**src/asps_pkg.sv**
```systemverilog
// ----------------------------------------------------------------------------
// asps_pkg
// Types, constants and the arctangent table shared by the annular sector
// pixel statistics unit.
// ----------------------------------------------------------------------------
package asps_pkg;

   localparam int MAX_COLUMNS = 4096;
   localparam int MAX_ROWS    = 4096;
   localparam int QUEUE_DEPTH = 4;

   // CORDIC datapath widths: offsets scaled by 256, angles in Q4.30
   localparam int XW = 28;
   localparam int ZW = 34;

   localparam logic signed [16:0] PI_Q12      = 17'sd12868;
   localparam logic signed [17:0] TWO_PI_Q12  = 18'sd25736;
   localparam logic signed [ZW-1:0] HALF_PI_Q30 = 34'sd1686629713;
   localparam logic [71:0] SAT_POS = {25'd0, {47{1'b1}}};

   localparam logic [2:0] MOM_SUM      = 3'd0;
   localparam logic [2:0] MOM_MEAN     = 3'd1;
   localparam logic [2:0] MOM_STD      = 3'd2;
   localparam logic [2:0] MOM_CONTRAST = 3'd3;
   localparam logic [2:0] MOM_XCENTER  = 3'd4;
   localparam logic [2:0] MOM_YCENTER  = 3'd5;

   typedef enum logic [2:0] {
      REG_CENTER_X,
      REG_CENTER_Y,
      REG_INNER_RSQ,
      REG_OUTER_RSQ,
      REG_PHI_LOW,
      REG_PHI_HIGH,
      REG_PEDESTAL,
      REG_MOMENT
   } reg_index_type;

   typedef struct packed {
      logic [15:0]        center_x;
      logic [15:0]        center_y;
      logic [32:0]        inner_radius_sq;
      logic [32:0]        outer_radius_sq;
      logic signed [16:0] phi_low;
      logic signed [16:0] phi_high;
      logic [15:0]        pedestal;
      logic [2:0]         moment_select;
   } cfg_type;

   // one classified pixel on its way from front to back
   typedef struct packed {
      logic               keep;
      logic               last;
      logic [15:0]        n;
      logic signed [16:0] v;
      logic [32:0]        vsq;
      logic signed [29:0] cv;
      logic signed [29:0] rv;
   } item_type;

   typedef struct packed {
      logic full;
      logic empty;
   } q_stat_type;

   function automatic logic signed [ZW-1:0] atan_q30(input int unsigned i);
      logic signed [ZW-1:0] r;
      case (i)
         0:  r = 34'sd843314856;
         1:  r = 34'sd497837829;
         2:  r = 34'sd263043836;
         3:  r = 34'sd133525158;
         4:  r = 34'sd67021686;
         5:  r = 34'sd33543515;
         6:  r = 34'sd16775850;
         7:  r = 34'sd8388437;
         8:  r = 34'sd4194282;
         9:  r = 34'sd2097149;
         10: r = 34'sd1048575;
         11: r = 34'sd524287;
         12: r = 34'sd262143;
         13: r = 34'sd131071;
         14: r = 34'sd65535;
         15: r = 34'sd32767;
         16: r = 34'sd16383;
         17: r = 34'sd8191;
         18: r = 34'sd4095;
         19: r = 34'sd2047;
         20: r = 34'sd1023;
         21: r = 34'sd511;
         22: r = 34'sd255;
         23: r = 34'sd127;
         default: r = '0;
      endcase
      return r;
   endfunction

endpackage

```
**src/asps_queue.sv**
```systemverilog
// ----------------------------------------------------------------------------
// asps_queue
// Short FIFO of classified pixels between the front pipe and the back end.
// ----------------------------------------------------------------------------
module asps_queue (
   input  logic                  clock,
   input  logic                  reset,
   input  logic                  push,
   input  asps_pkg::item_type    push_item,
   input  logic                  pop,
   output asps_pkg::item_type    pop_item,
   output asps_pkg::q_stat_type  stat
);
   import asps_pkg::*;

   localparam int PW = $clog2(QUEUE_DEPTH);
   localparam int CW = $clog2(QUEUE_DEPTH + 1);

   item_type        mem_ff [QUEUE_DEPTH];
   logic [PW-1:0]   wr_ff, wr_in, rd_ff, rd_in;
   logic [CW-1:0]   cnt_ff, cnt_in;

   assign stat.full  = (cnt_ff == CW'(QUEUE_DEPTH));
   assign stat.empty = (cnt_ff == '0);
   assign pop_item   = mem_ff[rd_ff];

   always_comb begin
      wr_in  = wr_ff;
      rd_in  = rd_ff;
      cnt_in = cnt_ff;
      if (push) begin
         wr_in = (wr_ff == PW'(QUEUE_DEPTH - 1)) ? '0 : wr_ff + 1'b1;
      end
      if (pop) begin
         rd_in = (rd_ff == PW'(QUEUE_DEPTH - 1)) ? '0 : rd_ff + 1'b1;
      end
      if (push && !pop) begin
         cnt_in = cnt_ff + 1'b1;
      end else if (pop && !push) begin
         cnt_in = cnt_ff - 1'b1;
      end
   end

   always_ff @(posedge clock) begin
      if (reset) begin
         wr_ff  <= '0;
         rd_ff  <= '0;
         cnt_ff <= '0;
      end else begin
         wr_ff  <= wr_in;
         rd_ff  <= rd_in;
         cnt_ff <= cnt_in;
      end
      if (push) begin
         mem_ff[wr_ff] <= push_item;
      end
   end

endmodule

```
**config.mk**
```make
export PLATFORM = sky130hd
export DESIGN_NAME = asps_queue
export DESIGN_NICKNAME = d
export VERILOG_FILES = /design/src/asps_pkg.sv /design/src/asps_queue.sv
export SDC_FILE = /design/constraint.sdc
export NUM_CORES = 1
export LEC_CHECK = 0
export BUFFER_PORTS_ARGS = -buffer_cell sky130_fd_sc_hd__buf_4
export CAP_MARGIN = 20
export CORE_UTILIZATION = 35
export CTS_CLUSTER_SIZE = 30
export DETAILED_ROUTE_END_ITERATION = 12
export PLACE_DENSITY_LB_ADDON = 0.1
export SLEW_MARGIN = 40
export SYNTH_ARGS = -nofsm -noshare
export SYNTH_HDL_FRONTEND = slang
export SYNTH_SLANG_ARGS = --single-unit
```
**constraint.sdc**
```tcl
create_clock -name clock -period 13.4 [get_ports clock]
set_input_delay 2.68 -clock clock [delete_from_list [all_inputs] [get_ports clock]]
set_output_delay 2.68 -clock clock [all_outputs]
set_load 0.02 [all_outputs]
```
==> flow_summary_export.csv, run 1 <==
group,metric,value,unit
pwr,p_leak,7.823,nW
routing,avgViaCountPerCell,4.782,
clocking,cts_max_level,2,
yosys,synth_common_cells,"edfxtp_1, mux4_2, buf_2, buf_12, dfxtp_1",
global_routing,use_met1,19.56,%
yosys,synth.most_common_cell,"edfxtp_1",
yosys,synth_simple_gate_area_share,0.4080,%
placement,gp_congestion,0.7116,
timing,clock_skew,0.02076,ns
global_routing,globalRouteOverflowTotal,0,
yosys,synth_top_area_share,80.87,%
yosys,syn_area_per_cell,26.70,um2
setup_path,r2r.worst_path.cells,3,
placement,numPortBuffers,261,
clocking,cts_tree,"yes",
timing,hold_viol_final,0,
final_layout,fill_cells,4606,
pwr,vdd_drop_max,91.59,uV
yosys,ys_seq_elements,521,
yosys,synth_top_family_by_area,"multiplexers",
clocking,cts-resized-gates,0,
die,io_pins,262,
routing,finalWirelength,39610,um
yosys,synthXorXnorAreaFrac,0.09214,%
run_status,status,"completed",
yosys,synthMuxAreaShare,15.37,%
die,dieArea,55260,um2
routing,drt_iter0_drc,430,
timing,max_slew_margin,45.25,%
die,die_h,235.1,um
yosys,syn_inst,712,
die,core,53710,um2
timing,drv_slew,0,
timing,period_share,43.59,%
clocking,cts_root_buffer,"clkbuf_16",
setup_path,critical_path.max_stage_delay,0.61,ns
clocking,post_cts_buffers,0,
setup_path,crit_slowest_cell,"mux4_2",
timing,tns,0,ns
global_routing,grt_usage,14.71,%
job,cap_violations,0,
timing,tightest_slew,0.8213,ns
clocking,clock-sinks,521,
placement,post-dp-hpwl,23180,um
yosys,synth_compound_area_share,0.07897,%
setup_path,crit_type,"register to primary output",
global_routing,top_usage_layer,"met2",
yosys,synth_edf_count,512,
yosys,yosys.area.top_type,"edfxtp_1",
yosys,synth_ff_type,"edfxtp_1",
global_routing,grt_antenna_before_repair,3,
clocking,cts_buffers,56,
global_routing,grt_pass1_vias,9087,
yosys,synth_adder_area_share,0.5002,%
timing,clock.fmax,171.2,MHz
setup_path,cp_cell_sequence,"buf_6 -> buf_6 -> mux4_2 -> buf_4",
yosys,ys_top_cells_by_area,"edfxtp_1, mux4_2, buf_12",
timing,period_minus_slack,5.841,ns
hold_path,hold_class,"register to register",
timing,rsz0062_at_grt,"no",
global_routing,grt_max_degree,67,
clocking,cts.clk_slew.worst_paths,0.06,ns
clocking,cts_hold_buf,0,
routing,dr.pass1.iters,4,
yosys,ys_seq_area_share,81.82,%
final_layout,drive_gt1_share,45.65,%
pwr,p_total,3.779,mW
yosys,ys_warn_count,0,
global_routing,met3_usage,5.134,%
timing,setup_viol,0,
pwr,powerDensity,160.8,nW/um2
setup_path,timing.critical_path.mode_cell,"buf_6",
routing,post_drt_wl_per_cell,22.56,um
die,fp-row-count,85,
yosys,netlist_area,19010,um2
setup_path,critical_path_arrival,3.16,ns
yosys,synthArstFlopShare,0,%
routing,vias,8397,
setup_path,worst-path-max-fanout,42,
final_layout,area_delta_synth_final,23.61,%
die,die_w,235.1,um
setup_path,end_kind,"primary output",
routing,drc,0,
yosys,syn_nets,851,
global_routing,grt_first_pass_wirelength,60320,um
setup_path,start_kind,"register",
clocking,clk-insertion-delay-late,0.61,ns
placement,placed_area,21690,um2
final_layout,final_nets,1157,
clocking,clockBufferDepth,3,
setup_path,cp.required,10.72,ns
yosys,synth_cell_type_count,19,
final_layout,final_area,23500,um2
die,start_util,35.40,%
global_routing,met2_usage,22.66,%
routing,antenna_left,0,
hold_path,hold_depth,2,
==> critical path: cells and delay by family, from the launching register on <==
family | cells | cell delay [ns]
buf+inv | 3 | 1.29
flops | 1 | 0.57
mux | 1 | 0.61
==> worst paths after layout <==
path                                start            end  slack, ns
worst max-delay path             register  pop_item[116]       7.56
worst min-delay path            cnt_ff[2]      cnt_ff[2]       0.50
worst max register to register   wr_ff[0]  mem_ff[3][10]      11.06
worst min register to register  cnt_ff[2]      cnt_ff[2]       0.50
==> kinds of logic (layout without fill, tap and decap cells) <==
logic type	Yosys count	in the layout
buf+inv	32	378
compound gates	3	3
simple gates	15	15
flops	521	521
other cells	0	2
fa+ha+maj	7	7
xor+xnor	2	2
mux	132	132
==> power breakdown <==
group          internal, mW  switching, mW
Sequential             1.87         0.0177
Combinational         0.172          0.213
Clock                 0.898          0.609
Total                  2.94          0.840
==> final cells by class <==
class | count | area, um2 | share of cell area, %
well taps | 696 | 870.8 | 3.706
diodes | 2 | 5.005 | 0.02130
inverters | 4 | 15.01 | 0.06389
multi-input cells | 159 | 3138 | 13.35
clock inverters | 28 | 292.8 | 1.246
repair buffers | 276 | 2120 | 9.019
clock buffers | 70 | 1496 | 6.368
flip-flops and latches | 521 | 15560 | 66.22
==> flip-flops by register name, summed over array words and instances, names as in the netlist, named ones only <==
name	count
mem_ff	512
cnt_ff	3
rd_ff	2
wr_ff	2
==> cell usage in the layout, fill, tap and decap left out, drive strengths merged <==
cell type / instances
edfxtp: 512
buf: 276
mux4: 128
clkbuf: 70
clkinv: 19
dfxtp: 9
nor2: 7
ha: 6
bufinv: 6
inv: 4
and2: 4
mux2i: 4
clkinvlp: 3
diode: 2
nor3b: 2
xor2: 2
a21oi: 2
nor3: 1
o21ai: 1
or3: 1
fa: 1
==> stage by stage <==
stage	setup WS, ns	hold WS, ns	util [%]	std cells
after floorplan	7.285	0.4603	-	712
after global placement	7.543	0.4941	40.30	1654
after detailed placement	8.022	0.4932	40.38	1655
after CTS	7.368	0.5014	43.71	1753
after global routing	7.253	0.5650	43.75	1754
final	7.559	0.5008	43.76	1756
==> metal layers <==
| metal | vias up | part of all wire, % |
|---|---|---|
| met3 | 66 | 7.8 |
| li1 | 3685 | - |
| met4 | 2 | 2.4 |
| met5 | - | 0.025 |
| met2 | 198 | 47 |
| met1 | 4446 | 43 |
(Power assumes the default switching activity.)
==> run 2: changes to the inputs <==
clock period = 5.3 ns   (was 13.4 ns; I/O delays follow)
==> run 2 against run 1 <==
Worst setup slack lost 5.9 ns; first-iteration DRC count down 17%; die area is the same; sequential share of layout area rose by 0.20 points.
==> flow_summary_export.csv, run 2 (synthesis results as in run 1) <==
group,metric,value,unit
hold_path,hold_start,"cnt_ff[2]",
final_layout,area_delta_synth_final,23.24,%
timing,max_slew_margin,48.86,%
routing,finalWirelength,38550,um
global_routing,grt_antenna_before_repair,2,
pwr,vdd_drop_max,236.9,uV
timing,clock.fmax,275.6,MHz
final_layout,layout_common_cells,"edfxtp_1, buf_4, mux4_2",
die,io_pins,262,
setup_path,worst-path-max-fanout,46,
setup_path,cp.required,4.24,ns
setup_path,start_kind,"register",
routing,antenna_left,0,
global_routing,grt_first_pass_wirelength,58860,um
die,fp-row-count,85,
timing,tns,0,ns
routing,dr.pass1.iters,4,
timing,rsz0062_at_grt,"no",
routing,drt_iter0_drc,357,
placement,post-dp-hpwl,22440,um
final_layout,top_register,"mem_ff",
pwr,p_seq_share,51.6,%
hold_path,hold_class,"register to register",
timing,period_minus_slack,3.628,ns
routing,vias,8353,
die,die_h,235.1,um
clocking,cts_hold_buf,0,
clocking,cts_buffers,54,
timing,drv_slew,0,
routing,drc,0,
global_routing,globalRouteOverflowTotal,0,
global_routing,grt_pass1_vias,9174,
final_layout,final_nets,1155,
pwr,powerDensity,395.1,nW/um2
timing,period_share,68.46,%
routing,post_drt_wl_per_cell,21.98,um
clocking,clk-insertion-delay-late,0.57,ns
setup_path,r2r.worst_path.cells,3,
die,dieArea,55260,um2
timing,setup_viol,0,
setup_path,r2r-start,"wr_ff[0]",
setup_path,end_kind,"primary output",
pwr,switchingPower,2.063,mW
final_layout,largest_reg_flops,512,
die,core,53710,um2
placement,numPortBuffers,261,
pwr,p_leak,7.791,nW
pwr,clockPowerShare,37.9,%
pwr,switching_share,22.29,%
setup_path,crit_type,"register to primary output",
run_status,status,"completed",
timing,clock_skew,0.006263,ns
global_routing,grt_max_degree,72,
clocking,cts_tree,"yes",
timing,hold_viol_final,0,
clocking,cts.clk_slew.worst_paths,0.06,ns
setup_path,regToRegEndpoint,"mem_ff[3][126]",
hold_path,hold_depth,2,
die,die_w,235.1,um
clocking,cts_root_buffer,"clkbuf_16",
global_routing,grt_usage,14.27,%
job,cap_violations,0,
pwr,intPower,7.194,mW
setup_path,r2r_slack,3.29,ns
final_layout,final_common_cell,"edfxtp_1",
routing,avgViaCountPerCell,4.762,
pwr,power_frac_comb,10.5,%
placement,gp_congestion,0.6849,
clocking,post_cts_buffers,0,
clocking,clock-sinks,521,
clocking,clockBufferDepth,3,
clocking,cts-resized-gates,0,
pwr,p_total,9.257,mW
final_layout,antennaDiodeCount,0,
timing,tightest_slew,0.7671,ns
final_layout,reg.largest.list,"mem_ff x512, cnt_ff x3",
die,start_util,35.40,%
setup_path,critical_path_arrival,2.57,ns
hold_path,min_to,"cnt_ff[2]",
final_layout,drive_gt1_share,45.75,%
clocking,cts_max_level,2,
==> run 2: cell types whose count changed in the layout (fill, tap and decap cells not counted) <==
cell	before	now
clkinv_1	13	12
clkinv_2	5	11
buf_4	268	266
clkinvlp_4	3	2
buf_6	6	0
buf_12	2	10
clkbuf_8	0	3
clkbuf_16	58	55
diode_2	2	0
inv_6	0	1
clkinv_8	1	0
bufinv_16	6	2
==> run 2: worst max-delay path, cell delays in order, from the launching register on <==
cell and delay, ns:
dfxtp_4 0.84, buf_4 0.53, mux4_2 0.39, buf_4 0.18
==> run 2: worst max-delay path by stage <==
stage	startpoint	endpoint
5_1_grt	register	pop_item[33]
3_5_place_dp	register	pop_item[2]
4_1_cts	register	pop_item[115]
6_report	register	pop_item[115]
2_1_floorplan	push	mem_ff[0][0]
3_3_place_gp	register	pop_item[45]
==> run 2: per-layer routing <==
| metal | vias to the layer above | GRT usage [%] | routed length, um |
|---|---|---|---|
| met3 | 54 | 4.887 | 2900 |
| met4 | 4 | 4.147 | 673 |
| met5 | - | 0 | 31 |
| met1 | 4409 | 18.67 | 16430 |
| met2 | 193 | 22.57 | 18510 |
| li1 | 3693 | - | - |
==> run 2: power groups by stage <==
stage	logic (mW)	clock network, mW	registers, mW
floorplan	0.563	0	4.86
global placement	0.989	0	4.86
detailed placement	1.00	0	4.86
CTS	1.00	3.66	4.78
global route	1.05	3.81	4.79
finish	0.971	3.51	4.77
==> run 2: final cells by class <==
class                   count  area (um2)
fillers                  4639       30280
well taps                 696       870.8
flip-flops and latches    521       15560
multi-input cells         159        3138
clock inverters            28       183.9
clock buffers              70        1463
inverters                   4       15.01
repair buffers            276        2197
==> run 2: metrics by stage <==
stage	utilization [%]	hold WS [ns]	worst slack (ns)	area, um2	instances
final	43.62	0.5080	1.672	23430	1754
after global routing	43.62	0.5435	1.518	23430	1754
after CTS	43.62	0.5105	1.556	23430	1754
after detailed placement	40.56	0.5020	2.210	21780	1656
after global placement	40.45	0.4806	2.223	21720	1653
after floorplan	-	0.4603	0.8053	19010	712
==> run 3: changes to the inputs <==
clock period = 3.2 ns   (was 5.3 ns; I/O delays follow)
==> run 3 against run 2 <==
Sequential share of layout area down 1.3 points; clock power up 89%; routed wire length is 4.0% higher; critical path type unchanged; critical endpoint is now pop_item[84]; worst hold slack got worse by 0.26 ns.
==> flow_summary_export.csv, run 3 (synthesis results as in run 1) <==
group,metric,value,unit
routing,post_drt_wl_per_cell,22.57,um
global_routing,grt_first_pass_wirelength,59680,um
setup_path,end_kind,"primary output",
global_routing,grt_antenna_before_repair,1,
clocking,cts_tree,"yes",
die,dieArea,55260,um2
setup_path,cp_cell_sequence,"buf_12 -> buf_4 -> mux4_2 -> buf_4",
clocking,clockBufferDepth,3,
setup_path,critical_path_arrival,2.19,ns
pwr,switchingPower,3.619,mW
placement,numPortBuffers,261,
clocking,cts-resized-gates,0,
global_routing,grt_pass1_vias,9052,
routing,avgViaCountPerCell,4.776,
clocking,clk-insertion-delay-late,0.59,ns
clocking,cts_buffers,56,
final_layout,antennaDiodeCount,0,
pwr,switching_share,22.35,%
die,fp-row-count,85,
final_layout,layout_common_cells,"edfxtp_1, buf_4, mux4_2",
hold_path,hold_class,"input pin to register",
clocking,post_cts_buffers,0,
placement,gp_congestion,0.6869,
timing,whs,0.2460,ns
final_layout,reg.largest.list,"mem_ff x512, cnt_ff x3",
run_status,status,"completed",
global_routing,grt_max_degree,49,
timing,setup_viol,0,
pwr,vdd_drop_max,454.0,uV
setup_path,start_kind,"register",
timing,tightest_slew,0.6362,ns
placement,post-dp-hpwl,24230,um
routing,drt_iter0_drc,507,
setup_path,timing.critical_path.mode_cell,"buf_4",
timing,tns,0,ns
timing,period_share,88.42,%
timing,max_slew_margin,57.58,%
pwr,p_leak,8.014,nW
routing,vias,8483,
setup_path,crit_slowest_cell,"mux4_2",
job,cap_violations,0,
clocking,cts_root_buffer,"clkbuf_16",
timing,clock.fmax,353.4,MHz
die,start_util,35.40,%
global_routing,globalRouteOverflowTotal,0,
timing,period_minus_slack,2.830,ns
pwr,power_frac_comb,10.3,%
final_layout,drive_gt1_share,47.59,%
die,io_pins,262,
setup_path,cp.required,2.56,ns
setup_path,r2r_slack,1.37,ns
setup_path,critical_path.max_stage_delay,0.54,ns
pwr,p_seq_share,48.8,%
global_routing,grt_usage,14.66,%
final_layout,largest_reg_flops,512,
setup_path,critical_path_buf_inv_count,3,
timing,drv_slew,0,
routing,finalWirelength,40080,um
routing,drc,0,
final_layout,final_nets,1173,
clocking,cts_hold_buf,0,
routing,antenna_left,0,
final_layout,top_register,"mem_ff",
pwr,clockPowerShare,40.9,%
timing,setup_slack,0.3705,ns
setup_path,crit_type,"register to primary output",
clocking,cts.clk_slew.worst_paths,0.06,ns
timing,hold_viol_final,0,
setup_path,critPathTopFamily,"buffers and inverters",
die,die_w,235.1,um
pwr,intPower,12.57,mW
clocking,clock-sinks,521,
clocking,cts_max_level,2,
final_layout,final_common_cell,"edfxtp_1",
timing,rsz0062_at_grt,"no",
routing,dr.pass1.iters,4,
timing,clock_skew,0.009151,ns
die,core,53710,um2
placement,preCtsSetupSlack,0.9156,ns
die,die_h,235.1,um
setup_path,worst-path-max-fanout,14,
pwr,powerDensity,677.0,nW/um2
final_layout,area_delta_synth_final,25.77,%
run 3: metal layers:
metal  vias to the layer above  share of wire (%)  track usage, %
met2                       189                 50           24.13
met1                      4502                 42           19.16
met5                         -              0.032               0
li1                       3733                  -               -
met4                         2                2.1           4.167
met3                        57                5.5           3.900
run 3: path summary, 6_finish.rpt:
path,startpoint,to,cells past startpoint
max,register,pop_item[84],4
min,push_item[58],mem_ff[1][58],1
max reg2reg,wr_ff[0],mem_ff[3][24],3
min reg2reg,cnt_ff[2],cnt_ff[2],2
run 3: cell type report:
class	count	area [um2]
clock buffers	63	1449
clock inverters	41	446.7
fillers	4582	29800
inverters	4	15.01
multi-input cells	159	3138
flip-flops and latches	521	15560
well taps	696	870.8
repair buffers	292	2430
run 3: through the flow:
| step | area [um2] | power (mW) | utilization, % | cells |
|---|---|---|---|---|
| finish | 23910 | 16.19 | 44.52 | 1776 |
| global route | 23910 | 16.78 | 44.52 | 1776 |
| CTS | 23910 | 16.45 | 44.52 | 1776 |
| detailed placement | 22020 | 9.766 | 40.99 | 1672 |
| global placement | 22020 | 9.754 | 40.99 | 1672 |
| floorplan | 19020 | 8.960 | - | 712 |
run 3: power by group through the flow:
| stage | logic, mW | clock network [mW] | registers (mW) |
|---|---|---|---|
| 4_1_cts | 1.72 | 6.82 | 7.91 |
| 3_3_place_gp | 1.71 | 0 | 8.04 |
| 5_1_grt | 1.79 | 7.07 | 7.93 |
| 6_report | 1.67 | 6.62 | 7.90 |
| 3_5_place_dp | 1.72 | 0 | 8.05 |
| 2_1_floorplan | 0.933 | 0 | 8.03 |
