## src/asps_pkg.sv

```systemverilog
// ----------------------------------------------------------------------------
// asps_pkg
// Types, constants and the arctangent table shared by the annular sector
// pixel statistics unit.
// ----------------------------------------------------------------------------
package asps_pkg;

   localparam int MAX_COLUMNS = 4096;
   localparam int MAX_ROWS    = 4096;
   localparam int QUEUE_DEPTH = 4;

   // CORDIC datapath widths: offsets scaled by 256, angles in Q4.30
   localparam int XW = 28;
   localparam int ZW = 34;

   localparam logic signed [16:0] PI_Q12      = 17'sd12868;
   localparam logic signed [17:0] TWO_PI_Q12  = 18'sd25736;
   localparam logic signed [ZW-1:0] HALF_PI_Q30 = 34'sd1686629713;
   localparam logic [71:0] SAT_POS = {25'd0, {47{1'b1}}};

   localparam logic [2:0] MOM_SUM      = 3'd0;
   localparam logic [2:0] MOM_MEAN     = 3'd1;
   localparam logic [2:0] MOM_STD      = 3'd2;
   localparam logic [2:0] MOM_CONTRAST = 3'd3;
   localparam logic [2:0] MOM_XCENTER  = 3'd4;
   localparam logic [2:0] MOM_YCENTER  = 3'd5;

   typedef enum logic [2:0] {
      REG_CENTER_X,
      REG_CENTER_Y,
      REG_INNER_RSQ,
      REG_OUTER_RSQ,
      REG_PHI_LOW,
      REG_PHI_HIGH,
      REG_PEDESTAL,
      REG_MOMENT
   } reg_index_type;

   typedef struct packed {
      logic [15:0]        center_x;
      logic [15:0]        center_y;
      logic [32:0]        inner_radius_sq;
      logic [32:0]        outer_radius_sq;
      logic signed [16:0] phi_low;
      logic signed [16:0] phi_high;
      logic [15:0]        pedestal;
      logic [2:0]         moment_select;
   } cfg_type;

   // one classified pixel on its way from front to back
   typedef struct packed {
      logic               keep;
      logic               last;
      logic [15:0]        n;
      logic signed [16:0] v;
      logic [32:0]        vsq;
      logic signed [29:0] cv;
      logic signed [29:0] rv;
   } item_type;

   typedef struct packed {
      logic full;
      logic empty;
   } q_stat_type;

   function automatic logic signed [ZW-1:0] atan_q30(input int unsigned i);
      logic signed [ZW-1:0] r;
      case (i)
         0:  r = 34'sd843314856;
         1:  r = 34'sd497837829;
         2:  r = 34'sd263043836;
         3:  r = 34'sd133525158;
         4:  r = 34'sd67021686;
         5:  r = 34'sd33543515;
         6:  r = 34'sd16775850;
         7:  r = 34'sd8388437;
         8:  r = 34'sd4194282;
         9:  r = 34'sd2097149;
         10: r = 34'sd1048575;
         11: r = 34'sd524287;
         12: r = 34'sd262143;
         13: r = 34'sd131071;
         14: r = 34'sd65535;
         15: r = 34'sd32767;
         16: r = 34'sd16383;
         17: r = 34'sd8191;
         18: r = 34'sd4095;
         19: r = 34'sd2047;
         20: r = 34'sd1023;
         21: r = 34'sd511;
         22: r = 34'sd255;
         23: r = 34'sd127;
         default: r = '0;
      endcase
      return r;
   endfunction

endpackage

```

## src/asps_rsp_if.sv

```systemverilog
// ----------------------------------------------------------------------------
// asps_rsp_if
// Result channel: valid/ready handshake with one statistic per image.
// ----------------------------------------------------------------------------
interface asps_rsp_if;
   logic               valid;
   logic               ready;
   logic signed [47:0] result_value;
   logic [24:0]        pixel_count;
   logic               math_fault;

   modport source (output valid, result_value, pixel_count, math_fault, input ready);
   modport sink (input valid, result_value, pixel_count, math_fault, output ready);
endinterface

```

## src/asps_back.sv

```systemverilog
// ----------------------------------------------------------------------------
// asps_back
// Accumulates kept pixels and, on the last pixel of an image, works out the
// selected statistic with a shift-add multiplier, a bitwise square root and
// a restoring divider.
// ----------------------------------------------------------------------------
module asps_back (
   input  logic                  clock,
   input  logic                  reset,
   input  asps_pkg::cfg_type     cfg,
   input  asps_pkg::item_type    q_item,
   input  asps_pkg::q_stat_type  q_stat,
   output logic                  q_pop,
   asps_rsp_if.source            rsp
);
   import asps_pkg::*;

   typedef enum logic [3:0] {
      ST_IDLE,
      ST_PLAN,
      ST_MUL_QC,
      ST_MUL_S2,
      ST_CHECK,
      ST_SQRT,
      ST_ROUND,
      ST_DIV,
      ST_NEXT,
      ST_OUT
   } state_type;

   state_type          state_ff, state_in;
   logic [24:0]        cnt_ff, cnt_in;
   logic signed [40:0] sum_ff, sum_in;
   logic [57:0]        sq_ff, sq_in;
   logic signed [53:0] cws_ff, cws_in, rws_ff, rws_in;
   logic [15:0]        n_ff, n_in;
   logic [83:0]        ma_ff, ma_in, prod_ff, prod_in, qc_ff, qc_in;
   logic [40:0]        mb_ff, mb_in;
   logic [115:0]       sr_ff, sr_in;
   logic [59:0]        rem_ff, rem_in;
   logic [57:0]        root_ff, root_in;
   logic [71:0]        num_ff, num_in, quo_ff, quo_in;
   logic [40:0]        dvs_ff, dvs_in, drem_ff, drem_in;
   logic [6:0]         ctr_ff, ctr_in;
   logic               neg_ff, neg_in, second_ff, second_in;
   logic signed [47:0] res_ff, res_in;
   logic               fault_ff, fault_in;

   logic [40:0]        sm;
   logic [15:0]        nn;
   logic signed [53:0] w;
   logic [53:0]        wmag;
   logic [83:0]        prod_step;
   logic [57:0]        root_step;

   assign sm   = sum_ff[40] ? 41'(-sum_ff) : 41'(sum_ff);
   assign nn   = (n_ff == '0) ? 16'd1 : n_ff;
   assign w    = (cfg.moment_select == MOM_XCENTER) ? cws_ff : rws_ff;
   assign wmag = w[53] ? 54'(-w) : 54'(w);

   assign q_pop            = (state_ff == ST_IDLE) && !q_stat.empty;
   assign rsp.valid        = (state_ff == ST_OUT);
   assign rsp.result_value = res_ff;
   assign rsp.pixel_count  = cnt_ff;
   assign rsp.math_fault   = fault_ff;

   always_comb begin
      logic [61:0] rem_s;
      logic [59:0] trial;
      logic [41:0] t;
      logic        ge;

      state_in  = state_ff;
      cnt_in    = cnt_ff;
      sum_in    = sum_ff;
      sq_in     = sq_ff;
      cws_in    = cws_ff;
      rws_in    = rws_ff;
      n_in      = n_ff;
      ma_in     = ma_ff;
      mb_in     = mb_ff;
      prod_in   = prod_ff;
      qc_in     = qc_ff;
      sr_in     = sr_ff;
      rem_in    = rem_ff;
      root_in   = root_ff;
      num_in    = num_ff;
      quo_in    = quo_ff;
      dvs_in    = dvs_ff;
      drem_in   = drem_ff;
      ctr_in    = ctr_ff;
      neg_in    = neg_ff;
      second_in = second_ff;
      res_in    = res_ff;
      fault_in  = fault_ff;

      // one shift-add step of the multiplier
      prod_step = mb_ff[0] ? prod_ff + ma_ff : prod_ff;

      // one digit of the square root
      rem_s = {rem_ff, sr_ff[115:114]};
      trial = {root_ff, 2'b01};
      if (rem_s >= {2'b00, trial}) begin
         root_step = {root_ff[56:0], 1'b1};
      end else begin
         root_step = {root_ff[56:0], 1'b0};
      end

      // one bit of the divider
      t  = {drem_ff, num_ff[71]};
      ge = (t >= {1'b0, dvs_ff});

      unique case (state_ff)
         ST_IDLE: begin
            if (!q_stat.empty) begin
               if (q_item.keep) begin
                  cnt_in = cnt_ff + 1'b1;
                  sum_in = sum_ff + 41'(q_item.v);
                  sq_in  = sq_ff + 58'(q_item.vsq);
                  cws_in = cws_ff + 54'(q_item.cv);
                  rws_in = rws_ff + 54'(q_item.rv);
               end
               if (q_item.last) begin
                  n_in     = q_item.n;
                  state_in = ST_PLAN;
               end
            end
         end
         ST_PLAN: begin
            second_in = 1'b0;
            fault_in  = 1'b0;
            res_in    = '0;
            neg_in    = 1'b0;
            unique case (cfg.moment_select)
               MOM_SUM: begin
                  num_in   = {15'd0, sm, 16'd0};
                  dvs_in   = {25'd0, nn};
                  neg_in   = sum_ff[40];
                  state_in = ST_ROUND;
               end
               MOM_MEAN: begin
                  if (cnt_ff == '0) begin
                     fault_in = 1'b1;
                     state_in = ST_OUT;
                  end else begin
                     num_in   = {15'd0, sm, 16'd0};
                     dvs_in   = cnt_ff * nn;
                     neg_in   = sum_ff[40];
                     state_in = ST_ROUND;
                  end
               end
               MOM_STD, MOM_CONTRAST: begin
                  if ((cfg.moment_select == MOM_STD) ? (cnt_ff == '0) : (sm == '0)) begin
                     fault_in = 1'b1;
                     state_in = ST_OUT;
                  end else begin
                     ma_in    = 84'(sq_ff);
                     mb_in    = 41'(cnt_ff);
                     prod_in  = '0;
                     ctr_in   = 7'd41;
                     state_in = ST_MUL_QC;
                  end
               end
               MOM_XCENTER, MOM_YCENTER: begin
                  if (sm == '0) begin
                     fault_in = 1'b1;
                     state_in = ST_OUT;
                  end else begin
                     num_in   = {2'b00, wmag, 16'd0};
                     dvs_in   = sm;
                     neg_in   = w[53] ^ sum_ff[40];
                     state_in = ST_ROUND;
                  end
               end
               default: begin
                  state_in = ST_OUT;
               end
            endcase
         end
         ST_MUL_QC: begin
            prod_in = prod_step;
            ma_in   = {ma_ff[82:0], 1'b0};
            mb_in   = {1'b0, mb_ff[40:1]};
            ctr_in  = ctr_ff - 1'b1;
            if (ctr_ff == 7'd1) begin
               qc_in    = prod_step;
               ma_in    = 84'(sm);
               mb_in    = sm;
               prod_in  = '0;
               ctr_in   = 7'd41;
               state_in = ST_MUL_S2;
            end
         end
         ST_MUL_S2: begin
            prod_in = prod_step;
            ma_in   = {ma_ff[82:0], 1'b0};
            mb_in   = {1'b0, mb_ff[40:1]};
            ctr_in  = ctr_ff - 1'b1;
            if (ctr_ff == 7'd1) begin
               state_in = ST_CHECK;
            end
         end
         ST_CHECK: begin
            // a negative variance term only comes from wrapped sums
            if (qc_ff < prod_ff) begin
               fault_in = 1'b1;
               state_in = ST_OUT;
            end else begin
               sr_in    = {qc_ff - prod_ff, 32'd0};
               rem_in   = '0;
               root_in  = '0;
               ctr_in   = 7'd58;
               state_in = ST_SQRT;
            end
         end
         ST_SQRT: begin
            if (rem_s >= {2'b00, trial}) begin
               rem_in = 60'(rem_s - {2'b00, trial});
            end else begin
               rem_in = rem_s[59:0];
            end
            root_in = root_step;
            sr_in   = {sr_ff[113:0], 2'b00};
            ctr_in  = ctr_ff - 1'b1;
            if (ctr_ff == 7'd1) begin
               num_in   = 72'(root_step);
               dvs_in   = (cfg.moment_select == MOM_STD) ? 41'(cnt_ff) : sm;
               drem_in  = '0;
               quo_in   = '0;
               ctr_in   = 7'd72;
               state_in = ST_DIV;
            end
         end
         ST_ROUND: begin
            // add half the divisor so the floor divide rounds to nearest
            num_in   = num_ff + 72'(dvs_ff >> 1);
            drem_in  = '0;
            quo_in   = '0;
            ctr_in   = 7'd72;
            state_in = ST_DIV;
         end
         ST_DIV: begin
            drem_in = ge ? 41'(t - {1'b0, dvs_ff}) : t[40:0];
            quo_in  = {quo_ff[70:0], ge};
            num_in  = {num_ff[70:0], 1'b0};
            ctr_in  = ctr_ff - 1'b1;
            if (ctr_ff == 7'd1) begin
               state_in = ST_NEXT;
            end
         end
         ST_NEXT: begin
            if ((cfg.moment_select == MOM_STD) && !second_ff && (n_ff != '0)) begin
               num_in    = quo_ff;
               dvs_in    = 41'(n_ff);
               second_in = 1'b1;
               state_in  = ST_ROUND;
            end else begin
               if (quo_ff > SAT_POS) begin
                  res_in = neg_ff ? {1'b1, 47'd0} : {1'b0, {47{1'b1}}};
               end else begin
                  res_in = neg_ff ? -$signed(quo_ff[47:0]) : $signed(quo_ff[47:0]);
               end
               state_in = ST_OUT;
            end
         end
         ST_OUT: begin
            if (rsp.ready) begin
               cnt_in   = '0;
               sum_in   = '0;
               sq_in    = '0;
               cws_in   = '0;
               rws_in   = '0;
               state_in = ST_IDLE;
            end
         end
         default: begin
            state_in = ST_IDLE;
         end
      endcase
   end

   always_ff @(posedge clock) begin
      if (reset) begin
         state_ff <= ST_IDLE;
         cnt_ff   <= '0;
         sum_ff   <= '0;
         sq_ff    <= '0;
         cws_ff   <= '0;
         rws_ff   <= '0;
      end else begin
         state_ff <= state_in;
         cnt_ff   <= cnt_in;
         sum_ff   <= sum_in;
         sq_ff    <= sq_in;
         cws_ff   <= cws_in;
         rws_ff   <= rws_in;
      end
      n_ff      <= n_in;
      ma_ff     <= ma_in;
      mb_ff     <= mb_in;
      prod_ff   <= prod_in;
      qc_ff     <= qc_in;
      sr_ff     <= sr_in;
      rem_ff    <= rem_in;
      root_ff   <= root_in;
      num_ff    <= num_in;
      quo_ff    <= quo_in;
      dvs_ff    <= dvs_in;
      drem_ff   <= drem_in;
      ctr_ff    <= ctr_in;
      neg_ff    <= neg_in;
      second_ff <= second_in;
      res_ff    <= res_in;
      fault_ff  <= fault_in;
   end

endmodule

```

## src/flat_wrapper.sv

```systemverilog
// flat-port wrapper written by rule: the top's interface ports become plain ports
module asps_back_flat import asps_pkg::*;
  (clock, reset, cfg, q_item, q_stat, q_pop, rsp_valid, rsp_result_value, rsp_pixel_count, rsp_math_fault, rsp_ready);
  asps_rsp_if rsp_i ();
  input  logic clock;
  input  logic reset;
  input  asps_pkg::cfg_type cfg;
  input  asps_pkg::item_type q_item;
  input  asps_pkg::q_stat_type q_stat;
  output logic q_pop;
  output wire logic [$bits(rsp_i.valid)-1:0] rsp_valid;
  output wire logic [$bits(rsp_i.result_value)-1:0] rsp_result_value;
  output wire logic [$bits(rsp_i.pixel_count)-1:0] rsp_pixel_count;
  output wire logic [$bits(rsp_i.math_fault)-1:0] rsp_math_fault;
  input wire logic [$bits(rsp_i.ready)-1:0] rsp_ready;
  assign rsp_valid = rsp_i.valid;
  assign rsp_result_value = rsp_i.result_value;
  assign rsp_pixel_count = rsp_i.pixel_count;
  assign rsp_math_fault = rsp_i.math_fault;
  assign rsp_i.ready = rsp_ready;
  asps_back u_core (.clock(clock), .reset(reset), .cfg(cfg), .q_item(q_item), .q_stat(q_stat), .q_pop(q_pop), .rsp(rsp_i));
endmodule
```

## config.mk

```make
export PLATFORM = sky130hd
export DESIGN_NAME = asps_back_flat
export DESIGN_NICKNAME = d
export VERILOG_FILES = /design/src/asps_pkg.sv /design/src/asps_rsp_if.sv /design/src/asps_back.sv /design/src/flat_wrapper.sv
export SDC_FILE = /design/constraint.sdc
export NUM_CORES = 2
export LEC_CHECK = 0
export ABC_AREA = 1
export BUFFER_PORTS_ARGS = -buffer_cell sky130_fd_sc_hd__buf_2
export CORE_MARGIN = 2
export CORE_UTILIZATION = 64
export DETAILED_ROUTE_END_ITERATION = 6
export MAX_ROUTING_LAYER = met4
export PLACE_DENSITY = 0.84
export SLEW_MARGIN = 15
export SYNTH_ARGS = -nofsm -noshare
export SYNTH_HDL_FRONTEND = slang
export SYNTH_SLANG_ARGS = --single-unit
```

## constraint.sdc

```tcl
create_clock -name clock -period 18.13 [get_ports clock]
set_input_delay 4.5325 -clock clock [delete_from_list [all_inputs] [get_ports clock]]
set_output_delay 4.5325 -clock clock [all_outputs]
set_load 0.005 [all_outputs]
```

==> run_results.csv <==
group,metric,value,unit
finish,n_fill_cell,11800,
yosys,synthTopCellsByArea,"sky130_fd_sc_hd__edfxtp_1 26%, sky130_fd_sc_hd__nand2_1 11%, sky130_fd_sc_hd__inv_1 8.6%",
clocking,clock_insertion_delay_worst_skew,0.80,ns
drt,drt_first_iter_violations,12900,
critical_path,critPathLaunchType,"input pin",
critical_path,path_common_cell,"sky130_fd_sc_hd__buf_2",
drt,route.detailed.wl_per_inst,23.5,µm
sta,report.final.setup_viol,0,
sta,clock_skew,0.0794,ns
finish,fin_util,68.9,%
floorplan,core_area,145000,µm²
yosys,netlist_instances,13000,
critical_path,worst_path_largest_cell_delay,0.22,ns
global_route,grtUsageMet3,10.6,%
critical_path,critical_path_rt,13.60,ns
status,outcome,"completed",
global_route,grt_overflow_total,0,
sta,worst_tran_pin_value,1.42,ns
finish,final_layout_size_suffix_gt1_share,5.32,%
floorplan,ioPinCount,360,
sta,finalHoldViolations,0,
clocking,numClockSinks,1031,
critical_path,setup.worst_path.class,"in -> out",
critical_path,critical_path.cell_chain,"buf_2 > nor2_1 > buf_2",
critical_path,worst_path_dominant_cell_family,"buffers and inverters",
finish,design.final.nets,14200,
clocking,post_cts.resized_instances,0,
sta,final.min_clock_period,9.58,ns
finish,area.growth.synth_to_final,7.30,%
global_route,antenna_found_initial,17,
yosys,synth.avg_cell_area,7.20,µm²
yosys,synth_cell_types,76,
clocking,clkTransAtPathRegs,0.06,ns
clocking,htree_levels,3,
floorplan,initial_core_util,64.2,%
clocking,cts_tree,"yes",
pwr,ir_worst_vdd,305,µV
sta,max_transition_margin,4.26,%
drt,vias_per_cell,6.33,
sta,max_freq,0.104,GHz
finish,final_cell_count_no_fill,15000,
floorplan,fp-row-count,140,
yosys,async_flop_share,0,%
yosys,post_synth_top_area_cell,"sky130_fd_sc_hd__edfxtp_1",
clocking,clock-root-buffer,"sky130_fd_sc_hd__clkbuf_16",
critical_path,critPathSlowestCell,"sky130_fd_sc_hd__nor2_1",
drt,routed-via-count,95100,
global_route,via_count_of_the_first_global_routing_pass,90000,
pwr,power_per_cell_area,130,nW/µm²
yosys,postSynthNetCount,14200,
global_route,grt_util_met2,71.3,%
drt,count_of_antenna_violating_nets_left_after_detailed_routing,0,
drt,drt_first_pass_iters,7,
floorplan,chipHeight,386,µm
run,max-cap-violations,0,
floorplan,die-area,149000,µm²
yosys,number_of_synthesized_flops_with_an_enable_pin,795,
placed_design,global_placement_routability_congestion,1.10,
yosys,post-synth-top-area-fraction,25.6,%
global_route,grt_pass1_wl,525000,µm
critical_path,end_kind,"output pin",
global_route,globalRouteTotalUtil,47.6,%
global_route,grtUsageMet1,58.2,%
critical_path,critPathBufInv,2,
global_route,largest_net_degree_at_the_start_of_global_routing,163,
critical_path,arrival,5.05,ns
yosys,synth_top_flop_cell,"sky130_fd_sc_hd__edfxtp_1",
critical_path,crit_fanout,4,
global_route,gr-max-usage-layer,"met2",
placed_design,detailedPlacementHpwl,274000,µm
yosys,yosysWarningCount,0,
clocking,cts_inserted_buffers,114,
drt,drt_drc_violations_left,0,
sta,rsz0062_at_grt,"false",
min_path,worst_hold_path_type,"reg -> reg",
placed_design,dp_cells,14800,
clocking,cts.path.max_buffers,3,
drt,drt_wl_total,354000,µm
yosys,ys_seq_area_share,30.7,%
sta,final_max_slew_viol_count,0,
sta,finalSetupTns,0,ns
clocking,number_of_buffers_added_to_fix_hold_violations_after_cts,0,
floorplan,die_wd,386,µm
clocking,post_cts_buffers,0,
yosys,synth.ff_latch_count,1031,
placed_design,place.port_buffers,210,
yosys,syn_area,93300,µm²
pwr,p_leak,45.8,nW
sta,min_period_over_period,52.9,%
## cell usage after synthesis, types with 18 or more instances
library cell                  n
sky130_fd_sc_hd__nand2_1   2721
sky130_fd_sc_hd__inv_1     2141
sky130_fd_sc_hd__a21oi_1   1423
sky130_fd_sc_hd__nor2_1    1321
sky130_fd_sc_hd__o21ai_0    930
sky130_fd_sc_hd__edfxtp_1   795
sky130_fd_sc_hd__ha_1       607
sky130_fd_sc_hd__nand3_1    435
sky130_fd_sc_hd__fa_1       328
sky130_fd_sc_hd__clkbuf_1   293
sky130_fd_sc_hd__dfxtp_1    236
sky130_fd_sc_hd__a31oi_1    168
sky130_fd_sc_hd__xor2_1     161
sky130_fd_sc_hd__nor3_1     149
sky130_fd_sc_hd__xnor2_1    115
sky130_fd_sc_hd__o21a_1      97
sky130_fd_sc_hd__nand4_1     91
sky130_fd_sc_hd__or2_2       87
sky130_fd_sc_hd__nor4_1      82
sky130_fd_sc_hd__o211ai_1    75
sky130_fd_sc_hd__a21o_1      61
sky130_fd_sc_hd__buf_1       61
sky130_fd_sc_hd__o221ai_1    52
sky130_fd_sc_hd__a221oi_1    50
sky130_fd_sc_hd__o21ai_1     47
sky130_fd_sc_hd__o21bai_1    41
sky130_fd_sc_hd__o22ai_1     38
sky130_fd_sc_hd__nand3b_1    33
sky130_fd_sc_hd__a21boi_0    29
sky130_fd_sc_hd__a211oi_1    27
sky130_fd_sc_hd__o21ai_2     21
sky130_fd_sc_hd__o31ai_1     18
## flip-flops by register name, summed over array words and instances (netlist names), 48 cells and up
signal,count
u_core.qc_ff,84
u_core.rsp.result_value,48
u_core.sr_ff,84
u_core.sq_ff,58
u_core.prod_ff,84
u_core.root_ff,58
u_core.num_ff,72
u_core.rem_ff,60
u_core.rws_ff,54
u_core.cws_ff,54
u_core.quo_ff,72
u_core.ma_ff,84
## cell usage in the layout (no fill, tap or decap), types with 16 or more instances in the layout
master / instances
sky130_fd_sc_hd__o21ai_0: 929
sky130_fd_sc_hd__a31oi_1: 168
sky130_fd_sc_hd__o21ai_2: 20
sky130_fd_sc_hd__inv_1: 2138
sky130_fd_sc_hd__clkbuf_1: 16
sky130_fd_sc_hd__a211oi_1: 27
sky130_fd_sc_hd__nor2_2: 16
sky130_fd_sc_hd__buf_2: 209
sky130_fd_sc_hd__ha_1: 607
sky130_fd_sc_hd__o221ai_1: 52
sky130_fd_sc_hd__o21ai_1: 47
sky130_fd_sc_hd__o22ai_1: 38
sky130_fd_sc_hd__dfxtp_1: 235
sky130_fd_sc_hd__a21boi_0: 28
sky130_fd_sc_hd__nand3b_1: 33
sky130_fd_sc_hd__nor2_1: 1315
sky130_fd_sc_hd__edfxtp_1: 795
sky130_fd_sc_hd__a21oi_1: 1420
sky130_fd_sc_hd__fa_1: 328
sky130_fd_sc_hd__o21a_1: 97
sky130_fd_sc_hd__nor3_1: 145
sky130_fd_sc_hd__nand2_1: 2719
sky130_fd_sc_hd__diode_2: 20
sky130_fd_sc_hd__xor2_1: 161
sky130_fd_sc_hd__inv_2: 18
sky130_fd_sc_hd__o31ai_1: 18
sky130_fd_sc_hd__clkinv_2: 18
sky130_fd_sc_hd__xnor2_1: 115
sky130_fd_sc_hd__nand3_1: 434
sky130_fd_sc_hd__nand4_1: 91
sky130_fd_sc_hd__a221oi_1: 50
sky130_fd_sc_hd__clkbuf_16: 115
sky130_fd_sc_hd__nor4_1: 82
sky130_fd_sc_hd__o211ai_1: 75
sky130_fd_sc_hd__buf_4: 100
sky130_fd_sc_hd__or2_2: 87
sky130_fd_sc_hd__o21bai_1: 41
sky130_fd_sc_hd__a21o_1: 61
## path summary, 6_finish.rpt
| kind | startpoint | end | slack (ns) | cells past startpoint |
|---|---|---|---|---|
| worst max-delay path | q_stat[0] | q_pop | 8.55 | 3 |
| worst min-delay path | u_core.cws_ff[3]$_SDFFE_PP0P_ | u_core.cws_ff[3]$_SDFFE_PP0P_ | 0.48 | 2 |
| worst max register to register | u_core.n_ff[3]$_DFFE_PP_ | u_core.dvs_ff[29]$_DFFE_PP_ | 10.14 | 26 |
| worst min register to register | u_core.cws_ff[3]$_SDFFE_PP0P_ | u_core.cws_ff[3]$_SDFFE_PP0P_ | 0.48 | 2 |
## worst min-delay path: stages, from the launching register on
cell and delay [ns]:
sky130_fd_sc_hd__dfxtp_1 0.32, sky130_fd_sc_hd__inv_1 0.06, sky130_fd_sc_hd__a21oi_1 0.06
## kinds of logic (layout without fill, tap and decap cells)
group / after synthesis / after routing / share of synthesized area (%)
xor+xnor: 276 / 276 / 2.59
simple gates: 5007 / 5007 / 22.1
fa+ha+maj: 935 / 935 / 15.2
other cells: 0 / 20 / 0
flops: 1031 / 1031 / 30.7
compound gates: 3156 / 3156 / 19.0
buf+inv: 2543 / 2680 / 10.3
mux: 12 / 12 / 0.162
## stage by stage
| step | setup slack, ns | total power [mW] | instance area [µm²] | hold WS (ns) |
|---|---|---|---|---|
| floorplan | 1.70 | 8.02 | 93300 | 0.443 |
| global placement | 8.57 | 10.1 | 96200 | 0.454 |
| detailed placement | 8.55 | 10.2 | 96200 | 0.465 |
| CTS | 8.55 | 12.7 | 100000 | 0.477 |
| global route | 8.50 | 13.6 | 100000 | 0.504 |
| finish | 8.55 | 13.0 | 100000 | 0.477 |
## cell type report
type / instances / area [µm²] / share of cell area [%]
multi-input cells: 9386 / 55200 / 55.1
repair buffers: 312 / 1860 / 1.85
inverters: 2165 / 8140 / 8.13
well taps: 1917 / 2400 / 2.40
clock inverters: 69 / 883 / 0.882
flip-flops and latches: 1031 / 28600 / 28.6
diodes: 20 / 50.0 / 0.0500
clock buffers: 134 / 2980 / 2.98
## metal layers
layer / wire length (µm) / share of wire, % / up-vias
li1: - / - / 43200
met5: 0 / 0 / -
met1: 128000 / 36 / 43700
met3: 43700 / 12 / 1534
met2: 154000 / 43 / 6596
met4: 28300 / 8.0 / 0
## power breakdown
group	total, mW	internal (mW)	leakage [nW]	switching [mW]
registers	3.79	3.25	9.58	0.542
logic	6.75	1.93	34.3	4.81
clock network	2.48	1.40	1.87	1.08
Note: power is estimated with default switching activity, not from simulation.
